### config.mk
export PLATFORM = sky130hd
export DESIGN_NAME = buzzer_tone_sequencer_unit
export DESIGN_NICKNAME = d
export VERILOG_FILES = /design/src/hdl/bts_pkg.sv /design/src/hdl/buzzer_tone_sequencer_unit.sv /design/src/hdl/bts_ctrl.sv /design/src/hdl/bts_dpath.sv
export SDC_FILE = /design/constraint.sdc
export NUM_CORES = 1
export LEC_CHECK = 0
export BUFFER_PORTS_ARGS = -buffer_cell sky130_fd_sc_hd__buf_4
export CAP_MARGIN = 20
export CORE_MARGIN = 2
export CORE_UTILIZATION = 45
export DETAILED_ROUTE_END_ITERATION = 12
export GPL_TIMING_DRIVEN = 0
export PLACE_DENSITY = 0.73
export SLEW_MARGIN = 20
export SYNTH_ARGS = -nofsm -noshare
export SYNTH_HDL_FRONTEND = slang
export SYNTH_SLANG_ARGS = --single-unit
### constraint.sdc
create_clock -name i_clk -period 16.3 [get_ports i_clk]
set_input_delay 3.26 -clock i_clk [delete_from_list [all_inputs] [get_ports i_clk]]
set_output_delay 3.26 -clock i_clk [all_outputs]
set_load 0.01 [all_outputs]
### src/hdl/bts_pkg.sv
// Buzzer tone sequencer package: beat types, controller/datapath command
// and status structs, state and action enums, and the effect tone table.
// No dependencies.
`timescale 1ns / 1ps
`default_nettype none

package bts_pkg;

    localparam int QUEUE_DEPTH = 16;
    localparam int QPTR_W      = $clog2(QUEUE_DEPTH);

    localparam logic [31:0] LCG_MUL  = 32'd1664525;
    localparam logic [31:0] LCG_INC  = 32'd1013904223;
    localparam logic [8:0]  LCG_MASK = 9'h1FF;
    localparam logic [8:0]  GL_MOD   = 9'd500;
    localparam logic [10:0] GL_BASE  = 11'd100;
    localparam logic [10:0] STEP_HI  = 11'd900;
    localparam logic [10:0] STEP_LO  = 11'd800;

    localparam logic [2:0] EFF_STEP     = 3'd0;
    localparam logic [2:0] EFF_SHARD    = 3'd1;
    localparam logic [2:0] EFF_DEATH    = 3'd2;
    localparam logic [2:0] EFF_ANCHOR   = 3'd3;
    localparam logic [2:0] EFF_WIN      = 3'd4;
    localparam logic [2:0] EFF_DISSOLVE = 3'd5;
    localparam logic [2:0] EFF_GLITCH   = 3'd6;
    localparam logic [2:0] EFF_EXIT     = 3'd7;

    typedef enum logic [1:0] {
        ACT_HOLD    = 2'd0,
        ACT_SILENCE = 2'd1,
        ACT_START   = 2'd2
    } t_action;

    typedef enum logic [1:0] {
        ST_IDLE,
        ST_DECODE,
        ST_PLAY
    } t_state;

    typedef struct packed {
        logic        func;
        logic [3:0]  effect;
        logic [31:0] frame_count;
    } t_in_beat;

    typedef struct packed {
        t_action     action;
        logic [10:0] tone_freq;
    } t_out_beat;

    typedef struct packed {
        logic [10:0] freq;
        logic [2:0]  frames;
    } t_tone;

    typedef struct packed {
        logic load;
        logic tick;
        logic push;
    } t_cmd;

    typedef struct packed {
        logic is_play;
        logic effect_ok;
        logic last_tone;
    } t_sts;

    function automatic logic [2:0] eff_len(input logic [2:0] eff);
        logic [2:0] n;
        unique case (eff)
            EFF_SHARD, EFF_DEATH: n = 3'd5;
            EFF_ANCHOR:           n = 3'd3;
            EFF_WIN:              n = 3'd7;
            default:              n = 3'd1;
        endcase
        return n;
    endfunction

    function automatic t_tone mk(input int f, input int d);
        t_tone t;
        t.freq   = 11'(f);
        t.frames = 3'(d);
        return t;
    endfunction

    // fixed tone lists; step and glitch frequencies are patched in the datapath
    function automatic t_tone tone_rom(input logic [2:0] eff, input logic [2:0] idx);
        t_tone t;
        t = mk(0, 1);
        unique case (eff)
            EFF_SHARD: begin
                unique case (idx)
                    3'd0:    t = mk(660, 1);
                    3'd2:    t = mk(880, 1);
                    3'd4:    t = mk(1320, 2);
                    default: t = mk(0, 1);
                endcase
            end
            EFF_DEATH: begin
                unique case (idx)
                    3'd0:    t = mk(400, 2);
                    3'd2:    t = mk(220, 2);
                    3'd4:    t = mk(110, 3);
                    default: t = mk(0, 1);
                endcase
            end
            EFF_ANCHOR: begin
                unique case (idx)
                    3'd1:    t = mk(554, 1);
                    default: t = mk(440, 1);
                endcase
            end
            EFF_WIN: begin
                unique case (idx)
                    3'd0:    t = mk(523, 3);
                    3'd2:    t = mk(659, 3);
                    3'd4:    t = mk(784, 3);
                    3'd6:    t = mk(1047, 4);
                    default: t = mk(0, 1);
                endcase
            end
            EFF_DISSOLVE: t = mk(200, 1);
            EFF_EXIT:     t = mk(880, 1);
            default:      t = mk(0, 1);
        endcase
        return t;
    endfunction

endpackage

`default_nettype wire

### src/hdl/buzzer_tone_sequencer_unit.sv
// Buzzer tone sequencer top level: controller plus datapath.
// Depends on bts_pkg, bts_ctrl and bts_dpath.
//
// Usage:
//   Input: drive i_in and raise i_start; the beat is taken on a rising edge
//   with i_start high and o_busy low. func = 1 plays an effect, func = 0 is
//   a frame tick.
//   Output: every tick yields one result beat on o_result, flagged by
//   o_strobe for exactly one cycle; play requests yield nothing.
//   Tick result: decoded in ST_DECODE, then registered into o_result and
//   o_strobe. No new beat is taken while o_busy is high. A play writes
//   its n tones (n being the effect's tone count, 1 to 7) in ST_PLAY, one
//   ring write per cycle, dropped on a full ring; ids 8 to 15 skip ST_PLAY.
//   Reset: synchronous, active low; empties the tone ring and clears the
//   timer. Ring contents are not cleared.
//   The receiver has no back-pressure: o_strobe beats must be taken as they
//   come.
`timescale 1ns / 1ps
`default_nettype none

module buzzer_tone_sequencer_unit (
    input  wire logic              i_clk,
    input  wire logic              i_rst_n,
    input  wire logic              i_start,
    input  wire bts_pkg::t_in_beat i_in,
    output logic                   o_busy,
    output bts_pkg::t_out_beat     o_result,
    output logic                   o_strobe
);
    import bts_pkg::*;

    t_cmd cmd;
    t_sts sts;

    bts_ctrl u_ctrl (
        .i_clk   (i_clk),
        .i_rst_n (i_rst_n),
        .i_start (i_start),
        .i_sts   (sts),
        .o_cmd   (cmd),
        .o_busy  (o_busy)
    );

    bts_dpath u_dpath (
        .i_clk    (i_clk),
        .i_rst_n  (i_rst_n),
        .i_in     (i_in),
        .i_cmd    (cmd),
        .o_sts    (sts),
        .o_result (o_result),
        .o_strobe (o_strobe)
    );

    a_tick_result: assert property (@(posedge i_clk) disable iff (!i_rst_n)
        (i_start && !o_busy && !i_in.func) |=> ##1 o_strobe)
        else $error("tick beat without result");

    a_play_silent: assert property (@(posedge i_clk) disable iff (!i_rst_n)
        (i_start && !o_busy && i_in.func) |=> !o_strobe ##1 !o_strobe)
        else $error("play request produced a result");

    a_hold_zero: assert property (@(posedge i_clk) disable iff (!i_rst_n)
        (o_strobe && o_result.action != ACT_START) |-> (o_result.tone_freq == '0))
        else $error("nonzero frequency without tone start");

    a_cmd_excl: assert property (@(posedge i_clk) disable iff (!i_rst_n)
        $onehot0({cmd.load, cmd.tick, cmd.push}))
        else $error("overlapping datapath commands");

endmodule

`default_nettype wire

### src/hdl/bts_ctrl.sv
// Buzzer tone sequencer controller: accepts beats and sequences tick
// handling and effect expansion. Depends on bts_pkg.
`timescale 1ns / 1ps
`default_nettype none

module bts_ctrl (
    input  wire logic          i_clk,
    input  wire logic          i_rst_n,
    input  wire logic          i_start,
    input  wire bts_pkg::t_sts i_sts,
    output bts_pkg::t_cmd      o_cmd,
    output logic               o_busy
);
    import bts_pkg::*;

    t_state r_state, n_state;

    always_ff @(posedge i_clk) begin
        if (!i_rst_n) begin
            r_state <= ST_IDLE;
        end else begin
            r_state <= n_state;
        end
    end

    always_comb begin
        n_state = r_state;
        o_cmd   = '0;
        unique case (r_state)
            ST_IDLE: begin
                if (i_start) begin
                    o_cmd.load = 1'b1;
                    n_state    = ST_DECODE;
                end
            end
            ST_DECODE: begin
                if (!i_sts.is_play) begin
                    o_cmd.tick = 1'b1;
                    n_state    = ST_IDLE;
                end else if (i_sts.effect_ok) begin
                    n_state = ST_PLAY;
                end else begin
                    n_state = ST_IDLE;
                end
            end
            ST_PLAY: begin
                o_cmd.push = 1'b1;
                if (i_sts.last_tone) begin
                    n_state = ST_IDLE;
                end
            end
            default: n_state = ST_IDLE;
        endcase
    end

    assign o_busy = (r_state != ST_IDLE);

endmodule

`default_nettype wire

### src/hdl/bts_dpath.sv
// Buzzer tone sequencer datapath: input capture, tone ring, timer, effect
// tone generation and registered result. Depends on bts_pkg.
`timescale 1ns / 1ps
`default_nettype none

module bts_dpath (
    input  wire logic              i_clk,
    input  wire logic              i_rst_n,
    input  wire bts_pkg::t_in_beat i_in,
    input  wire bts_pkg::t_cmd     i_cmd,
    output bts_pkg::t_sts          o_sts,
    output bts_pkg::t_out_beat     o_result,
    output logic                   o_strobe
);
    import bts_pkg::*;

    t_in_beat          r_in;
    logic [2:0]        r_idx;
    t_tone             r_queue [QUEUE_DEPTH];
    t_tone             r_pop;
    logic [QPTR_W-1:0] r_head, r_tail;
    logic [2:0]        r_timer;
    t_out_beat         r_result;
    logic              r_strobe;

    logic [QPTR_W-1:0] tail_nxt, head_nxt;
    logic [12:0]       gl_prod;
    logic [8:0]        gl_r, gl_m;
    logic [10:0]       gl_freq;
    t_tone             push_tone;

    function automatic logic [QPTR_W-1:0] ring_next(input logic [QPTR_W-1:0] p);
        return (p == QPTR_W'(QUEUE_DEPTH - 1)) ? '0 : p + QPTR_W'(1);
    endfunction

    assign tail_nxt = ring_next(r_tail);
    assign head_nxt = ring_next(r_head);

    // only the low nine bits of the LCG output matter
    assign gl_prod = {4'b0000, r_in.frame_count[8:0]} * {9'b0_0000_0000, LCG_MUL[3:0]};
    assign gl_r    = gl_prod[8:0] + LCG_INC[8:0];
    assign gl_m    = (gl_r >= GL_MOD) ? gl_r - GL_MOD : gl_r & LCG_MASK;
    assign gl_freq = GL_BASE + {2'b00, gl_m};

    always_comb begin
        push_tone = tone_rom(r_in.effect[2:0], r_idx);
        if (r_in.effect[2:0] == EFF_STEP) begin
            push_tone.freq = r_in.frame_count[3] ? STEP_HI : STEP_LO;
        end else if (r_in.effect[2:0] == EFF_GLITCH) begin
            push_tone.freq = gl_freq;
        end
    end

    assign o_sts.is_play   = r_in.func;
    assign o_sts.effect_ok = ~r_in.effect[3];
    assign o_sts.last_tone = (r_idx == eff_len(r_in.effect[2:0]) - 3'd1);

    // head slot is read on every edge; ring and head are settled by the accept edge
    always_ff @(posedge i_clk) begin
        if (i_cmd.load) begin
            r_in <= i_in;
        end
        if (i_cmd.push && (tail_nxt != r_head)) begin
            r_queue[r_tail] <= push_tone;
        end
        r_pop    <= r_queue[r_head];
        r_result <= '0;
        if (i_cmd.tick) begin
            if (r_timer != 3'd0) begin
                r_result.action <= ACT_HOLD;
            end else if (r_head == r_tail) begin
                r_result.action <= ACT_SILENCE;
            end else begin
                r_result.action    <= (r_pop.freq != '0) ? ACT_START : ACT_SILENCE;
                r_result.tone_freq <= r_pop.freq;
            end
        end
    end

    always_ff @(posedge i_clk) begin
        if (!i_rst_n) begin
            r_head   <= '0;
            r_tail   <= '0;
            r_timer  <= '0;
            r_idx    <= '0;
            r_strobe <= 1'b0;
        end else begin
            r_strobe <= i_cmd.tick;
            if (i_cmd.load) begin
                r_idx <= '0;
            end else if (i_cmd.push) begin
                r_idx <= r_idx + 3'd1;
            end
            if (i_cmd.push && (tail_nxt != r_head)) begin
                r_tail <= tail_nxt;
            end
            if (i_cmd.tick) begin
                if (r_timer != 3'd0) begin
                    r_timer <= r_timer - 3'd1;
                end else if (r_head != r_tail) begin
                    r_timer <= r_pop.frames;
                    r_head  <= head_nxt;
                end
            end
        end
    end

    assign o_result = r_result;
    assign o_strobe = r_strobe;

endmodule

`default_nettype wire

==> results of run 1 <==
[power groups by stage]
stage          Sequential (mW)  Clock (mW)  Combinational, mW
6_report                 0.805       0.701              0.215
5_1_grt                  0.805       0.738              0.239
4_1_cts                  0.805       0.712              0.213
3_5_place_dp             0.821           0              0.212
3_3_place_gp             0.821           0              0.201
2_1_floorplan            0.820           0              0.157
[cell type report]
| class | count | share of cell area (%) |
|---|---|---|
| sequential | 282 | 56.82 |
| multi-input combinational | 387 | 27.93 |
| tap | 341 | 3.020 |
| timing repair buffer | 52 | 3.108 |
| clock inverter | 21 | 2.152 |
| inverter | 33 | 0.8767 |
| buffer | 34 | 0.9121 |
| clock buffer | 31 | 5.181 |
[critical path, delay by kind of cell (launching register included)]
| family | cells | cell delay (ps) |
|---|---|---|
| AND/OR/NAND/NOR | 4 | 1240 |
| XOR/XNOR | 2 | 380 |
| flip-flops | 1 | 430 |
| AO/OA/AOI/OAI | 5 | 1350 |
| buffers and inverters | 2 | 250 |
| adder cells (fa/ha/maj) | 5 | 1680 |
[per-stage QoR]
| step | hold slack [ps] | total power, mW | instance area [µm²] |
|---|---|---|---|
| floorplan | 430.2 | 0.9766 | 12130 |
| global route | 480.0 | 1.782 | 14130 |
| detailed placement | 441.8 | 1.033 | 13070 |
| CTS | 464.6 | 1.731 | 14100 |
| finish | 462.3 | 1.720 | 14130 |
| global placement | 441.3 | 1.023 | 12790 |
[kinds of logic (layout without fill, tap and decap cells)]
logic type                 count (synthesis)  after routing
AOI/OAI and AO/OA                         95             95
muxes                                     76             76
and+or+nand+nor                          148            148
xor gates and xnor gates                  29             29
adders and majority gates                 39             39
DFF                                      282            282
buffers and inverters                     67            171
[how the worst min path moves through the flow]
stage / startpoint / slack (ps) / cells past startpoint / to
after floorplan: u_dpath.r_pop[4] / 430 / 1 / u_dpath.o_result[1]
after global placement: u_dpath.r_pop[3] / 440 / 1 / u_dpath.o_result[0]
after detailed placement: u_dpath.r_pop[3] / 440 / 1 / u_dpath.o_result[0]
after CTS: u_dpath.r_pop[5] / 460 / 1 / u_dpath.o_result[2]
after global routing: u_dpath.r_pop[5] / 480 / 1 / u_dpath.o_result[2]
final: u_dpath.r_pop[5] / 460 / 1 / u_dpath.o_result[2]
[metal layers]
layer  part of all wire, %  global-route usage [%]  vias up
met2                    52                   32.55      191
met4                   2.4                   4.985        0
met1                    41                   22.57     3349
li1                      -                       -     3031
met5                     0                       0        -
met3                   5.1                   2.351       48
[registers in the layout, indices dropped and copies added (netlist names)]
signal,flops
u_ctrl.r_state,2
u_dpath.o_result,13
u_dpath.o_strobe,1
u_dpath.o_sts,1
u_dpath.r_head,4
u_dpath.r_idx,3
u_dpath.r_in,13
u_dpath.r_pop,14
u_dpath.r_queue,224
u_dpath.r_tail,4
u_dpath.r_timer,3
[synthesized netlist by cell type (4+ instances only)]
master,number,area share (%)
a211oi_1,8,0.50
o21ai_0,15,0.62
nand2_1,26,0.80
a31oi_1,5,0.26
fa_1,4,0.66
a21o_1,5,0.31
nor2b_1,12,0.62
xor2_1,9,0.65
nand3_1,7,0.29
clkbuf_1,24,0.74
ha_1,35,3.6
a21oi_1,24,0.99
nor2_1,49,1.5
inv_1,33,1.0
mux2i_1,4,0.33
o22ai_1,5,0.26
nand2b_1,8,0.41
mux4_2,70,13
xnor2_1,20,1.4
o221ai_1,6,0.43
nor3_1,10,0.41
o31ai_1,4,0.25
nor3b_1,4,0.25
edfxtp_1,238,59
dfxtp_1,44,7.3
and2_1,16,0.83
buf_1,10,0.31
==> results.md, run 1 <==
| Result | Value | Unit |
|:---|:---|:---|
| Status | complete, no violations | - |
| Areal power density over the cells | 121.8 | mW/mm² |
| Adder-cell share of the synthesized area | 4.271 | % |
| Crit path max-delay cell type | o221ai_2 | - |
| Post-detailed-route DRC marker count | 0 | - |
| Multi-input combinational cell area | 0.003946 | mm² |
| Total number of H-tree levels | 1 | - |
| Post-CTS setup buffers | 0 | - |
| Primary flip-flop cell chosen by synthesis mapping | edfxtp_1 | - |
| Post-route ant nets | 0 | - |
| Proportion of layout cells with a drive suffix above 1 | 25.12 | % |
| HP Class | register to register | - |
| Clock Latency Late Sink | 560 | ps |
| Sequential element share of the synthesized area | 66.19 | % |
| Final Non-Filler Cells | 1181 | - |
| Synth Area in Simple Gates | 6.252 | % |
| TritonRoute pass-1 iters | 6 | - |
| Synthesized instance count | 736 | - |
| Count of vias placed by the detailed router | 6619 | - |
| Floorplan die width | 168.2 | µm |
| Register-to-Register Path Depth | 18 | - |
| DRT iter0 DRCs | 673 | - |
| Worst reg2reg startpoint | u_dpath.r_in[1] | - |
| Slack of the worst reg-to-reg path | 10660 | ps |
| Number of nets produced by synthesis | 815 | - |
| Dominant combinational cell family by area after synthesis | multiplexers | - |
| Die Y-Extent | 168.2 | µm |
| Category of the critical setup timing path | register to register | - |
| End of the worst register-to-register path | u_dpath.r_queue[3][11] | - |
| Clock input transition at the sequential cells of the worst setup and hold paths | 70 | ps |
| Number of warning messages in the yosys log | 0 | - |
| Arrival time at the worst endpoint | 5880 | ps |
| Average cell area after synthesis | 16.48 | µm² |
| Portion of the clock cycle consumed by the worst path in the final layout | 34.60 | % |
| Min Tclk post-route | 5640 | ps |
| Worst-path fanout max | 16 | - |
| Global route overflow | 0 | - |
| Peak ir drop on the vdd network | 0.08257 | mV |
| Area of the mapped netlist | 0.01213 | mm² |
| Cell with the most instances on the worst path | ha_1 | - |
| Sum of negative setup slack | 0 | ps |
| Number of cells upsized or downsized after cts | 0 | - |
| Flop and latch count out of synthesis | 282 | - |
| Worst setup skew after layout | 28.80 | ps |
| Top Ports | 55 | - |
| Footprint of the flip-flops and latches | 0.008028 | mm² |
| Port Buffers | 31 | - |
| Post-layout worst setup margin | 10660 | ps |
| Via count of the first global-routing pass | 6678 | - |
| Clock tree buffer depth | 3 | - |
| Part of the power in combinational logic | 12.5 | % |
| Clock tree from TritonCTS | done | - |
| Crit path required time | 16540 | ps |
| Area growth from synthesis to final layout | 16.50 | % |
| Largest net degree at the start of global routing | 17 | - |
| Final Max Slew Viols | 0 | - |
| Share of cell area taken by muxes after synthesis | 13.51 | % |
| Pint | 1.309 | mW |
| Rel. slew slack | 31.27 | % |
| CTS Root Buffer Type | clkbuf_16 | - |
| Pre-CTS setup slack | 10260 | ps |
| Number of flops mapped to enable cells by yosys | 238 | - |
| Initial antenna violation count | 0 | - |
| Half-perimeter wire length after placement | 17.74 | mm |
| Commonest non-fill, non-tap cell in the layout | edfxtp_1 | - |
| Setup repair after global routing missed its margin | false | - |
| Compound-Gate Fraction of Synth Area | 5.602 | % |
| First-pass GRT wire length | 38.36 | mm |
| Final hold violation count | 0 | - |
| Switching part of the total | 23.91 | % |
| Cell row count | 60 | - |
| Final #Nets | 897 | - |
| Xor/xnor cell area share of the yosys netlist | 2.094 | % |
| Starting utilization of the core area | 45.38 | % |
| Switching power of the nets | 0.4113 | mW |
| Hold Buf Count CTS | 0 | - |
| End point of the critical path | u_dpath.r_queue[3][11] | - |
| Launching element type of the critical path | register | - |
| Number of inserted diodes | 0 | - |
| Global router's overall resource usage | 17.89 | % |
| Number of library cell types mapped by synthesis | 60 | - |
| Fill count | 2144 | - |
| Sequential group share of total power | 46.8 | % |
| Fin util | 52.87 | % |
| Part of the total power dissipated in the clock network | 40.7 | % |
| Final GP Congestion | 0.8873 | - |
| Routed via count divided by cell count | 5.605 | - |
| Average routed wire per standard cell | 21.12 | µm |
| Clock Sinks | 282 | - |
| Total Wirelength | 24.94 | mm |
| Slew @ Worst Pin | 1029 | ps |
| Standard cell core area | 0.02673 | mm² |
| Placed instance count | 1128 | - |
| Leak Pwr | 4.684 | nW |
| Worst setup EP type | register | - |
| Worst setup path start | u_dpath.r_in[1] | - |
| Critical-path cell list | inv_1 > ha_1 > inv_1 > fa_1 > fa_1 > ha_1 > or3b_2 > o221ai_1 > a211oi_1 > or4_4 > nor2_1 > xnor2_1 > ha_1 > nand2_1 > a32o_1 > a211o_1 > xor2_1 > o221ai_2 | - |
| Share of flip-flops with an asynchronous set or reset | 0 | % |
| Commonest cells after routing, fill and taps aside | 238 x edfxtp_1, 70 x mux4_2, 44 x dfxtp_1, 43 x buf_4, 37 x nor2_1 | - |
| Setup-failing EPs final | 0 | - |
| Die area | 0.02828 | mm² |
| Biggest cell delay along the critical path | 590 | ps |
| Max Cap Violations | 0 | - |
| CTS Buf Count | 28 | - |
| Maximum clock rate | 177.3 | MHz |
No activity file was read; power rests on OpenSTA's default activity.
==> run 2, diff against run 1 <==
ABC_AREA = 1   (was default)
PLACE_DENSITY = 0.76   (was 0.73)
clock period = 4.9 ns   (was 16.3 ns; I/O delays follow)
==> run 2 against run 1 <==
  * Synthesized cell count is 45% higher
  * Critical path depth is 3 higher
  * Routed wire length up 17%
  * Via count grew 28%
  * Register-to-register slack got worse by 10000 ps
  * Utilization fell by 0.50 points
  * Worst setup slack worse by 10000 ps
  * Highest routed layer unchanged
  * Largest power group unchanged
==> results.md, run 2 <==
| Result | Value | Unit |
|:---|:---|:---|
| Global router's overall resource usage | 20.53 | % |
| Pint | 4.295 | mW |
| Hold Buf Count CTS | 0 | - |
| Arrival time at the worst endpoint | 4640 | ps |
| Share of cell area taken by muxes after synthesis | 1.879 | % |
| Xor/xnor cell area share of the yosys netlist | 1.276 | % |
| End of the worst register-to-register path | u_dpath.r_queue[15][11] | - |
| Top Ports | 55 | - |
| Portion of the clock cycle consumed by the worst path in the final layout | 92.47 | % |
| Die Y-Extent | 169.0 | µm |
| Port Buffers | 31 | - |
| Largest regs | u_dpath.r_queue x224, u_dpath.r_pop x14 | - |
| Initial antenna violation count | 0 | - |
| Max Cap Violations | 0 | - |
| Final Non-Filler Cells | 1495 | - |
| Starting utilization of the core area | 45.60 | % |
| Fill count | 2241 | - |
| Primary flip-flop cell chosen by synthesis mapping | edfxtp_1 | - |
| Setup-failing EPs final | 0 | - |
| Sequential group share of total power | 47.4 | % |
| CTS Root Buffer Type | clkbuf_16 | - |
| Worst setup skew after layout | 21.24 | ps |
| Worst setup EP type | register | - |
| Rel. slew slack | 33.74 | % |
| Number of inserted diodes | 0 | - |
| Switching power of the nets | 1.353 | mW |
| Peak ir drop on the vdd network | 0.3108 | mV |
| Part of the total power dissipated in the clock network | 41.8 | % |
| Setup repair after global routing missed its margin | false | - |
| Clock tree buffer depth | 3 | - |
| Routed via count divided by cell count | 5.649 | - |
| Crit path required time | 5010 | ps |
| Total number of H-tree levels | 1 | - |
| CTS Buf Count | 29 | - |
| Maximum clock rate | 220.7 | MHz |
| Share of Yosys cell area claimed by the top area cell type | 58.32 | % |
| Total power | 5.648 | mW |
| Areal power density over the cells | 401.4 | mW/mm² |
| Dominant combinational cell family by area after synthesis | simple AND/OR/NAND/NOR gates | - |
| Number of nets produced by synthesis | 1143 | - |
| Register-to-Register Path Depth | 21 | - |
| Hold WS | 425.3 | ps |
| Floorplan die width | 169.0 | µm |
| Post-layout worst setup margin | 369.2 | ps |
| Final #Nets | 1210 | - |
| First-pass GRT wire length | 45.14 | mm |
| Number of library cell types mapped by synthesis | 41 | - |
| Sequential element share of the synthesized area | 65.50 | % |
| Yosys top cell by area | edfxtp_1 | - |
| Clock Sinks | 282 | - |
| Final hold violation count | 0 | - |
| Max reg flops | 224 | - |
| Pre-CTS setup slack | 259.7 | ps |
| Most frequent cell after synthesis | edfxtp_1 | - |
| Clock input transition at the sequential cells of the worst setup and hold paths | 60 | ps |
| Flop and latch count out of synthesis | 282 | - |
| Average routed wire per standard cell | 19.58 | µm |
| Category of the critical setup timing path | register to register | - |
| Count of vias placed by the detailed router | 8446 | - |
| Post-route ant nets | 0 | - |
| Via count of the first global-routing pass | 8266 | - |
| Slack of the worst reg-to-reg path | 370 | ps |
| Slew @ Worst Pin | 993.9 | ps |
| Commonest non-fill, non-tap cell in the layout | edfxtp_1 | - |
| Synthesized instance count | 1064 | - |
| End point of the critical path | u_dpath.r_queue[15][11] | - |
| Share of flip-flops with an asynchronous set or reset | 0 | % |
| Adder-cell share of the synthesized area | 4.227 | % |
| Fin util | 52.36 | % |
| Min Tclk post-route | 4531 | ps |
| Post-detailed-route DRC marker count | 0 | - |
| Biggest area contributors in the synthesized netlist | edfxtp_1 58%, dfxtp_1 7.2%, nor2_1 5.9% | - |
| Commonest cells after routing, fill and taps aside | 238 x edfxtp_1, 177 x nor2_1, 115 x nand2_1, 90 x inv_1, 70 x o21ai_0 | - |
| Status | complete, no violations | - |
| Leak Pwr | 5.206 | nW |
| Standard cell core area | 0.02688 | mm² |
| Total Wirelength | 29.28 | mm |
| Synth Area in Simple Gates | 13.68 | % |
| Clock Latency Late Sink | 570 | ps |
| Worst reg2reg startpoint | u_dpath.r_in[1] | - |
| Cell row count | 60 | - |
| HP Class | register to register | - |
| Area of the mapped netlist | 0.01226 | mm² |
| Final GP Congestion | 0.9308 | - |
| Number of warning messages in the yosys log | 0 | - |
| Largest net degree at the start of global routing | 17 | - |
| Launching element type of the critical path | register | - |
| Proportion of layout cells with a drive suffix above 1 | 11.70 | % |
| Worst-path fanout max | 16 | - |
| Compound-Gate Fraction of Synth Area | 9.178 | % |
| Part of the power in combinational logic | 10.9 | % |
| Number of flops mapped to enable cells by yosys | 238 | - |
| Area growth from synthesis to final layout | 14.82 | % |
| Multi-input combinational cell area | 0.003774 | mm² |
| DRT iter0 DRCs | 877 | - |
| Die area | 0.02857 | mm² |
| Global route overflow | 0 | - |
| Synth top cells by count | 238 x edfxtp_1, 193 x nor2_1, 115 x nand2_1 | - |
| Clock tree from TritonCTS | done | - |
| Footprint of the flip-flops and latches | 0.008028 | mm² |
| Placed instance count | 1440 | - |
| TritonRoute pass-1 iters | 7 | - |
| Register ranked first by flip-flop count | u_dpath.r_queue | - |
| Worst setup path start | u_dpath.r_in[1] | - |
| Final Max Slew Viols | 0 | - |
| Half-perimeter wire length after placement | 19.71 | mm |
| Average cell area after synthesis | 11.52 | µm² |
| Switching part of the total | 23.96 | % |
==> run 2: repair_timing <==
action / CTS / global route
setup endpoints to repair: 0 / 18
resized for setup: 0 / 1
setup buffers: 0 / 1
==> run 2: power groups by stage <==
stage	clock network, mW	registers [mW]	logic (mW)
6_report	2.36	2.68	0.614
5_1_grt	2.47	2.68	0.690
4_1_cts	2.37	2.68	0.606
3_5_place_dp	0	2.73	0.602
3_3_place_gp	0	2.73	0.577
2_1_floorplan	0	2.72	0.433
==> run 2: kinds of logic after synthesis <==
| kind of cell | count (synthesis) |
|---|---|
| AOI/OAI and AO/OA | 172 |
| adders and majority gates | 39 |
| buffers and inverters | 137 |
| xor gates and xnor gates | 17 |
| DFF | 282 |
| muxes | 23 |
| and+or+nand+nor | 394 |
==> run 2: worst min path at each step <==
stage | from | to | slack [ps] | depth (start not counted)
finish | u_dpath.r_pop[7] | u_dpath.o_result[4] | 430 | 2
global route | u_dpath.r_pop[5] | u_dpath.o_result[2] | 450 | 2
CTS | u_dpath.r_pop[8] | u_dpath.o_result[5] | 430 | 2
detailed placement | u_dpath.r_pop[8] | u_dpath.o_result[5] | 420 | 2
global placement | u_dpath.r_pop[8] | u_dpath.o_result[5] | 420 | 2
floorplan | u_dpath.r_pop[13] | u_dpath.o_result[10] | 410 | 2
==> run 2: layout make-up <==
type	instances	share of cell area, %
Sequential cell	282	57.05
Clock inverter	9	0.9603
Clock buffer	45	6.482
Inverter	94	2.507
Tap cell	341	3.032
Buffer	43	1.200
Timing Repair Buffer	36	1.956
Multi-Input combinational cell	645	26.82
==> run 2: worst max-delay path, cell delays in order (launching register included) <==
cell,delay (ps)
edfxtp_1,430
inv_1,220
ha_1,190
inv_1,50
fa_1,430
ha_1,300
ha_1,350
a21oi_1,280
nand4_1,180
nand2_2,130
nand2_2,70
nor2_4,150
nand2_1,90
nand2_1,70
nand2_2,70
ha_1,220
nand3_2,100
nand3_2,100
nand2_1,70
nand2_1,50
nand3_1,60
nand2_1,450
==> run 2: per-layer routing <==
layer	vias up	share of wire [%]	track usage (%)
li1	3923	-	-
met1	4040	40	27.25
met2	408	46	33.82
met3	75	9.0	3.343
met4	0	4.4	8.510
met5	-	0	0
==> run 2: metrics by stage <==
stage / cell area [µm²] / TNS [ps]
2_1_floorplan: 12260 / 0
3_3_place_gp: 12910 / -2241
3_5_place_dp: 13010 / 0
4_1_cts: 14060 / 0
5_1_grt: 14070 / 0
6_report: 14070 / 0
==> run 3, diff against run 2 <==
CORE_UTILIZATION = 40   (was 45)
PLACE_DENSITY = 0.7   (was 0.76)
==> run 3 against run 2 <==
  * Utilization down 6.2 points
  * Clock power fell by 12%
  * Highest routed layer unchanged
  * Cell count rose by 3.7%
  * Clock-buffer cell count shrank 15
  * Register-to-register slack got worse by 80 ps
  * Sequential power hardly changed
  * Critical endpoint is now u_dpath.r_queue[13][7]
  * Maximum frequency decreased by 1.8%
  * Critical path depth down 3
  * Non-clock buffer count increased by 3
  * Die area grew 12%
  * Critical path type unchanged
  * Power fell by 4.8%
  * Routed wire length down 0.95%
==> results.md, run 3 (same netlist as run 2, synthesis figures left out) <==
| Result | Value | Unit |
|:---|:---|:---|
| Status | complete, no violations | - |
| Final #Nets | 1212 | - |
| Clock Sinks | 282 | - |
| Category of the critical setup timing path | register to register | - |
| Via count of the first global-routing pass | 8230 | - |
| Average routed wire per standard cell | 18.70 | µm |
| Count of vias placed by the detailed router | 8404 | - |
| Cell with the most instances on the worst path | ha_1 | - |
| Placed instance count | 1498 | - |
| Total Wirelength | 29.00 | mm |
| Maximum clock rate | 216.7 | MHz |
| Cell area after layout | 0.01402 | mm² |
| Fin util | 46.21 | % |
| Standard cell core area | 0.03035 | mm² |
| Global router's overall resource usage | 18.57 | % |
| Global route overflow | 0 | - |
| Initial antenna violation count | 0 | - |
| Total number of H-tree levels | 1 | - |
| HP Class | register to register | - |
| Starting utilization of the core area | 40.38 | % |
| Slew @ Worst Pin | 944.0 | ps |
| Post-route ant nets | 0 | - |
| Clock tree buffer depth | 3 | - |
| Final GP Congestion | 0.9032 | - |
| Worst setup skew after layout | 34.71 | ps |
| Leak Pwr | 5.139 | nW |
| First-pass GRT wire length | 45.28 | mm |
| Critical-path cell list | inv_1 > ha_1 > inv_1 > fa_1 > ha_1 > ha_1 > a21oi_1 > nand4_1 > nand2_2 > nand2_2 > nor2_4 > nand2_1 > nand2_1 > nand2_2 > ha_1 > nand3_2 > nand2_1 > o21ai_2 | - |
| Die area | 0.03206 | mm² |
| Die Y-Extent | 179.0 | µm |
| TritonRoute pass-1 iters | 7 | - |
| Worst setup EP type | register | - |
| CTS Buf Count | 28 | - |
| GR Layer Usage met1 | 25.46 | % |
| DRT iter0 DRCs | 827 | - |
| Arrival time at the worst endpoint | 4830 | ps |
| Family with the most delay on the worst path | adder cells | - |
| Commonest non-fill, non-tap cell in the layout | edfxtp_1 | - |
| Proportion of layout cells with a drive suffix above 1 | 11.43 | % |
| Crit path max-delay cell type | o21ai_2 | - |
| Areal power density over the cells | 383.3 | mW/mm² |
| Total power | 5.376 | mW |
| CTS Root Buffer Type | clkbuf_16 | - |
| Most utilized layer in the global route result | met2 | - |
| Final Non-Filler Cells | 1551 | - |
| Port Buffers | 31 | - |
| Clock Latency Late Sink | 570 | ps |
| Largest net degree at the start of global routing | 17 | - |
| Crit path required time | 5120 | ps |
| Clock input transition at the sequential cells of the worst setup and hold paths | 70 | ps |
| Commonest cells after routing, fill and taps aside | 238 x edfxtp_1, 178 x nor2_1, 114 x nand2_1, 90 x inv_1, 70 x o21ai_0 | - |
| Launching element type of the critical path | register | - |
| Fraction of met2 tracks used by global routing | 29.92 | % |
| Largest regs | u_dpath.r_queue x224, u_dpath.r_pop x14 | - |
| Met3 capacity usage during global routing | 3.329 | % |
| Top Ports | 55 | - |
| Peak ir drop on the vdd network | 0.2645 | mV |
| Worst-path fanout max | 16 | - |
| Setup repair after global routing missed its margin | false | - |
| Clock tree from TritonCTS | done | - |
| Max reg flops | 224 | - |
| Portion of the clock cycle consumed by the worst path in the final layout | 94.19 | % |
| Number of inserted diodes | 0 | - |
| Register ranked first by flip-flop count | u_dpath.r_queue | - |
| Biggest cell delay along the critical path | 780 | ps |
| Total buffers and inverters traversed by the critical path | 2 | - |
| Floorplan die width | 179.0 | µm |
| Max Cap Violations | 0 | - |
| Placed instance area | 0.01312 | mm² |
| Hold Buf Count CTS | 0 | - |
| Cell row count | 64 | - |
| Setup-failing EPs final | 0 | - |
| Half-perimeter wire length after placement | 19.60 | mm |
| Rel. slew slack | 37.06 | % |
| Sum of negative setup slack | 0 | ps |
| Post-detailed-route DRC marker count | 0 | - |
| Final hold violation count | 0 | - |
| Area growth from synthesis to final layout | 14.43 | % |
| Final Max Slew Viols | 0 | - |
| Routed via count divided by cell count | 5.418 | - |
| Min Tclk post-route | 4615 | ps |
[run 3: cell count changes in the layout (fill, tap and decap cells not counted), moves of 2 or more]
| cell | change |
|---|---|
| clkinv_2 | +3 |
| clkbuf_16 | -3 |
| clkbuf_8 | -8 |
| clkbuf_1 | -3 |
| buf_6 | +2 |
| clkinv_1 | +8 |
| buf_4 | +2 |
| inv_6 | +2 |
[run 3: layer usage]
layer / vias up / share of wire (%)
met5: - / 0
met4: 0 / 3.4
met3: 62 / 9.2
met2: 401 / 45
met1: 4021 / 42
li1: 3920 / -
[run 3: path summary, 6_finish.rpt]
check / startpoint / end / slack (ps) / cells past startpoint
worst max register to register: u_dpath.r_in[1] / u_dpath.r_queue[13][7] / 280 / 18
worst max-delay path: u_dpath.r_in[1] / u_dpath.r_queue[13][7] / 280 / 18
worst min-delay path: u_dpath.r_pop[6] / u_dpath.o_result[3] / 420 / 2
worst min register to register: u_dpath.r_pop[6] / u_dpath.o_result[3] / 420 / 2
[run 3: final cells by class]
type	count	area (µm²)
clock buffer	30	708.2
inverter	94	352.8
sequential	282	8028
fill	2656	16330
timing repair buffer	39	307.8
buffer	43	168.9
clock inverter	22	182.7
multi-input combinational	645	3780
tap	396	495.5
[run 3: tightest hold or removal path, cell delays in order (launching register included)]
cell	delay (ps)
dfxtp_1	310
inv_1	50
nor2_1	30
[run 3: what timing repair did]
| item | CTS | global route |
|---|---|---|
| hold endpoints to repair | 0 | 0 |
| buffers inserted | 0 | 1 |
| resized for setup | 0 | 1 |
| setup endpoints to repair | 0 | 29 |
[run 3: where the power goes]
| part | switching (mW) | internal, mW | total, mW |
|---|---|---|---|
| clock | 0.924 | 1.16 | 2.08 |
| sequential | 0.0132 | 2.66 | 2.68 |
| combinational | 0.425 | 0.195 | 0.620 |
| total | 1.36 | 4.01 | 5.38 |
[run 3: through the flow]
step,worst slack [ps],hold WS (ps)
3_3_place_gp,-188.8,422.8
4_1_cts,237.0,426.4
6_report,284.6,419.8
2_1_floorplan,918.9,408.0
5_1_grt,39.48,443.4
3_5_place_dp,261.2,421.3
